**src/rtl/bra_mem.sv**
```systemverilog
// bitmap word memory, one write port and one registered read port
// depends on nothing
`default_nettype none
module bra_mem #(
   parameter int DEPTH = 64,
   parameter int WIDTH = 64
) (
   input  wire logic                     clock,
   input  wire logic                     wr_en,
   input  wire logic [$clog2(DEPTH)-1:0] wr_addr,
   input  wire logic [WIDTH-1:0]         wr_data,
   input  wire logic [$clog2(DEPTH)-1:0] rd_addr,
   output      logic [WIDTH-1:0]         rd_data
);
   logic [WIDTH-1:0] mem [DEPTH];

   always_ff @(posedge clock) begin
      if (wr_en) begin
         mem[wr_addr] <= wr_data;
      end
      rd_data <= mem[rd_addr];
   end
endmodule
`default_nettype wire

```
**config.mk**
```make
export PLATFORM = sky130hd
export DESIGN_NAME = bra_mem
export DESIGN_NICKNAME = d
export VERILOG_FILES = /design/src/rtl/bra_mem.sv
export SDC_FILE = /design/constraint.sdc
export NUM_CORES = 2
export LEC_CHECK = 0
export BUFFER_PORTS_ARGS = -buffer_cell sky130_fd_sc_hd__buf_2
export CAP_MARGIN = 30
export CORE_UTILIZATION = 45
export DETAILED_ROUTE_END_ITERATION = 7
export HOLD_SLACK_MARGIN = 0.03
export PLACE_DENSITY_LB_ADDON = 0.08
export SLEW_MARGIN = 5
export SYNTH_ARGS = -nofsm -noshare
export SYNTH_HDL_FRONTEND = slang
export SYNTH_SLANG_ARGS = --single-unit
```
**constraint.sdc**
```tcl
create_clock -name clock -period 8.5 [get_ports clock]
set_clock_uncertainty 0.15 [all_clocks]
set_input_delay 0.425 -clock clock [delete_from_list [all_inputs] [get_ports clock]]
set_output_delay 0.425 -clock clock [all_outputs]
set_load 0.05 [all_outputs]
```
# --- After elaboration in Yosys (flattened, before gate mapping) ---
# Memory sizes are Yosys's and may differ from the RTL's. A register that Yosys moved wholly into a read port is not among the register bits.
# Cells that the tools add are included.
# W data, S select, Z words.
totals:
  ff_bits: 0
  ramBits: 4096
  in_bits: 78
  out_inout_bits: 64
  word_cells: 3
  memories: 1
mem_list:
  columns: ["memory", "words", "width", "read_ports", "rd_clocked_by_memory_dff", "write_ports", "line_no", "text"]
  rows:
  - ["mem", 64, 64, 1, 1, 1, "15", "logic [WIDTH-1:0] mem [DEPTH];"]
classes:
  muxes: 2
ops:
  columns: ["operator", "n"]
  rows:
  - ["$mux W1", 2]

# --- Longest topological paths before layout ---
logic_depth:
  ltp_word: 2
  mapped_depth: 9

# --- Worst setup path before layout ---
# OpenSTA, ideal clock, no wires.
synth_timing:
  kind: "in2reg"
  from: "input wr_addr[3]"
  to: "memory mem[48][0] (enable)"
  t_arrival_ns: 5.297
  required_time_ns: 7.786
  slack_ns: 2.489
  cell_stages: 4
  path_buffers: 1
  cell_sequence: "clkbuf_1 nor2b_1 nand4b_1 nor3_1"
synth_lines:
  columns: ["item", "line_no", "text"]
  rows:
  - ["from (decl)", "10", "input wire logic [$clog2(DEPTH)-1:0] wr_addr,"]
  - ["to (decl)", "15", null]
# Straight into the memory's write port.

# --- Worst setup path in the final report ---
layout_timing:
  from: "input wr_addr[1]"
  to: "memory mem[55][33] (enable)"
# Straight into the memory's write port.

==> summary.txt <==
Die
  • Die footprint: 0.3498 mm²
  • Die Width: 591.4 µm
  • Row count: 216
  • Placeable core region: 0.3459 mm²
  • Initial standard-cell utilization of the core: 0.4520
  • IO Count: 142
  • Die Ht: 591.4 µm

Routing
  • Vias after detailed routing: 75160
  • DR DRC count: 0
  • 1st-iter DRT viols: 8720
  • Routed length per placed instance: 37.71 µm
  • First-pass DRT Iterations: 5
  • Vias/cell: 6.209
  • Count of nets left with antenna violations after detail routing: 0
  • Total routed wirelength: 456400 µm

Layout
  • Fraction of final layout cells sized beyond drive strength 1: 0.2866
  • Final nets: 7212
  • Most common cell after layout, fill and taps aside: sky130_fd_sc_hd__edfxtp_1
  • Most used cells in the layout excluding fill and tap cells: sky130_fd_sc_hd__edfxtp_1, sky130_fd_sc_hd__mux4_2, sky130_fd_sc_hd__clkbuf_16
  • Syn-to-layout area delta: 14.74%

Timing
  • Setup-violating endpoint count in the final report: 0
  • Final worst-path cycle share: 0.4251
  • Unrepaired setup endpoints after global routing: no
  • Sum of negative setup slack: 0 ps
  • Maximum clock frequency: 276.7 MHz
  • Transition time at the pin with the least slew margin: 1071 ps
  • Headroom to the max-slew limit: 0.2857
  • Final hold violation count: 0
  • Final period demand of the worst path: 3613 ps
  • Count of pins over their slew limit: 0

Synthesis
  • Ys Warns: 0
  • Mean Syn Cell Area: 23.70 µm²
  • Post-synthesis cell count: 6598
  • Share of synthesized area occupied by flip-flops and latches: 0.7949
  • Post-synth net total: 6676
  • Count of cell types in the netlist: 33
  • Number of flip-flops and latches in the synthesized netlist: 4160
  • Cell area after synthesis: 0.1563 mm²

Global route
  • First-pass GRT wire length: 627200 µm
  • Via count of the first global-routing pass: 76100
  • Initial antenna violation count: 37
  • Overall overflow remaining after global route: 0
  • Pin count of the biggest net entering global routing: 126
  • Total track usage: 0.2609

Pwr
  • Standby leakage power: 55.97 nW
  • Internal Dissipation: 0.03400 W
  • Sum of internal, switching and leakage power: 0.04334 W
  • Net switching fraction of the power: 0.2155
  • Share of total power in combinational logic: 0.051
  • Max VDD drop: 0.1722 mV
  • Part of the power in registers: 0.526
  • NetSw: 0.009341 W
  • Power per Cell Area: 241.6 mW/mm²
  • Relative contribution of the clock network to total power: 0.423

Clocking
  • Setup fix buffers added after clock tree synthesis: 0
  • Later-pin clock latency in the skew report: 970 ps
  • Total clock buffers created by CTS: 429
  • Number of buffers added to fix hold violations after cts: 44
  • Root Buffer Master: sky130_fd_sc_hd__clkbuf_16
  • Reg clk slew, reported paths: 60 ps
  • H-tree Lvls: 5
  • CTS tree: done
  • Resized Gates After CTS: 0
  • Clock tree sinks: 4160
  • Worst-case clock buffer depth: 4

Worst hold path
  • Worst hold path endpoint: mem[23][47]$_DFFE_PP_
  • Worst hold start: wr_data[47]
  • Worst hold-check path type: in2reg
  • Hold-critical path depth: 2

Status
  • Run status: completed

Flow run
  • Max-cap violations: 0

Critical path
  • Category of the critical setup timing path: in2reg
  • Endpoint arrival time on the critical path: 4050 ps
  • R2r worst-path depth: 5
  • Delay of the slowest critical-path stage: 760 ps
  • Worst r2r src: mem[10][44]$_DFFE_PP_
  • RR Endpoint: rd_data[44]$_DFF_P_
  • Critical path capture point type: register
  • Sort of element at the start of the critical path: input port
  • Required arrival time at the worst endpoint: 8930 ps
  • Chain of cells forming the critical path: dlygate4sd3_1, buf_2, nand2_1, dlygate4sd3_1, nor2_4, buf_4, buf_4
  • Highest-delay cell along the critical path: sky130_fd_sc_hd__buf_4
  • Setup slack, reg-to-reg: 6160 ps
  • Biggest fanout along the worst timing path: 27

Place
  • Detailed placement HPWL: 241400 µm
  • Gpl congestion: 0.7500
  • Count of input and output buffers: 141
## how the worst max path moves through the flow
stage,start,to,slack (ps),depth (start not counted)
global route,rd_addr[0],rd_data[13]$_DFF_P_,4830,8
finish,wr_addr[1],mem[55][33]$_DFFE_PP_,4890,7
CTS,wr_addr[2],mem[55][22]$_DFFE_PP_,4950,7
global placement,rd_addr[2],rd_data[13]$_DFF_P_,3960,7
detailed placement,rd_addr[2],rd_data[13]$_DFF_P_,3960,7
floorplan,wr_addr[3],mem[48][0]$_DFFE_PP_,2490,4
## power by group through the flow
stage	clock (W)	combinational (W)	sequential, W
floorplan	0	0.00106	0.0234
global placement	0	0.00210	0.0233
detailed placement	0	0.00214	0.0233
CTS	0.0186	0.00216	0.0228
global route	0.0194	0.00232	0.0228
finish	0.0183	0.00220	0.0228
## final cells by class
type,instances,area [µm²]
Antenna cell,35,87.58
Clock buffer,556,11630
Clock inverter,232,1944
Fill cell,26930,166500
Inverter,19,71.32
Multi-Input combinational cell,2049,30780
Sequential cell,4160,124300
Tap cell,4578,5728
Timing Repair Buffer,475,4877
## layer usage
| layer | up-vias | track usage | share of wire |
|---|---|---|---|
| met5 | - | 0 | 0.000020 |
| li1 | 29680 | - | - |
| met2 | 2860 | 0.4241 | 0.49 |
| met4 | 2 | 0.06234 | 0.024 |
| met3 | 577 | 0.03406 | 0.062 |
| met1 | 42030 | 0.3783 | 0.43 |
## synth_stat cells
| library cell | count | area share |
|---|---|---|
| sky130_fd_sc_hd__buf_4 | 34 | 0.0016 |
| sky130_fd_sc_hd__a22o_1 | 88 | 0.0049 |
| sky130_fd_sc_hd__nand3b_1 | 2 | 0.000096 |
| sky130_fd_sc_hd__mux2i_1 | 135 | 0.0086 |
| sky130_fd_sc_hd__nand2_1 | 58 | 0.0014 |
| sky130_fd_sc_hd__edfxtp_1 | 4096 | 0.79 |
| sky130_fd_sc_hd__and2_1 | 3 | 0.00012 |
| sky130_fd_sc_hd__nor2b_1 | 28 | 0.0011 |
| sky130_fd_sc_hd__mux4_2 | 1024 | 0.15 |
| sky130_fd_sc_hd__dfxtp_1 | 64 | 0.0082 |
| sky130_fd_sc_hd__a2bb2oi_1 | 19 | 0.0011 |
| sky130_fd_sc_hd__a31oi_1 | 18 | 0.00072 |
| sky130_fd_sc_hd__nand2b_1 | 11 | 0.00044 |
| sky130_fd_sc_hd__nand4_1 | 2 | 0.000080 |
| sky130_fd_sc_hd__clkbuf_1 | 140 | 0.0034 |
| sky130_fd_sc_hd__inv_1 | 19 | 0.00046 |
| sky130_fd_sc_hd__a41oi_1 | 26 | 0.0015 |
| sky130_fd_sc_hd__or3b_2 | 1 | 0.000056 |
| sky130_fd_sc_hd__nor2_1 | 112 | 0.0027 |
| sky130_fd_sc_hd__nor3_1 | 2 | 0.000064 |
| sky130_fd_sc_hd__nand4b_1 | 1 | 0.000056 |
| sky130_fd_sc_hd__nand3_1 | 45 | 0.0014 |
| sky130_fd_sc_hd__o221ai_1 | 38 | 0.0021 |
| sky130_fd_sc_hd__or3_1 | 29 | 0.0012 |
| sky130_fd_sc_hd__and3_1 | 64 | 0.0026 |
| sky130_fd_sc_hd__a22oi_1 | 168 | 0.0081 |
| sky130_fd_sc_hd__buf_2 | 170 | 0.0054 |
| sky130_fd_sc_hd__a31o_1 | 1 | 0.000056 |
| sky130_fd_sc_hd__a211oi_1 | 63 | 0.0030 |
| sky130_fd_sc_hd__or2_2 | 28 | 0.0011 |
| sky130_fd_sc_hd__buf_1 | 20 | 0.00048 |
| sky130_fd_sc_hd__o22ai_1 | 83 | 0.0033 |
| sky130_fd_sc_hd__buf_6 | 6 | 0.00043 |
## cell families (layout without fill, tap and decap cells)
kind of cell	Yosys count	count (layout)	share of synthesized area
mux	1159	1159	0.1561
other cells	0	35	0
buf+inv	389	1282	0.01180
flops	4160	4160	0.7949
compound gates	504	504	0.02477
simple gates	386	386	0.01240
## worst max-delay path, delay by kind of cell
family | cells | cell delay, ps
buffers and inverters | 5 | 2910
and+or+nand+nor | 2 | 640
## state kept, by name, indices dropped and copies added, names as in the netlist
name and count:
mem 4096, rd_data 64
## per-stage QoR
step / hold slack [ps] / utilization / setup WS, ps / std cells / area (µm²)
2_1_floorplan: 373.9 / - / 2489 / 6598 / 156300
3_3_place_gp: 671.5 / 0.4725 / 3961 / 11140 / 163400
3_5_place_dp: 681.5 / 0.4742 / 3959 / 11160 / 164000
4_1_cts: 30.14 / 0.5147 / 4953 / 12000 / 178000
5_1_grt: 63.81 / 0.5184 / 4826 / 12080 / 179300
6_report: 112.9 / 0.5186 / 4887 / 12100 / 179400
No activity file was read; power rests on OpenSTA's default activity.
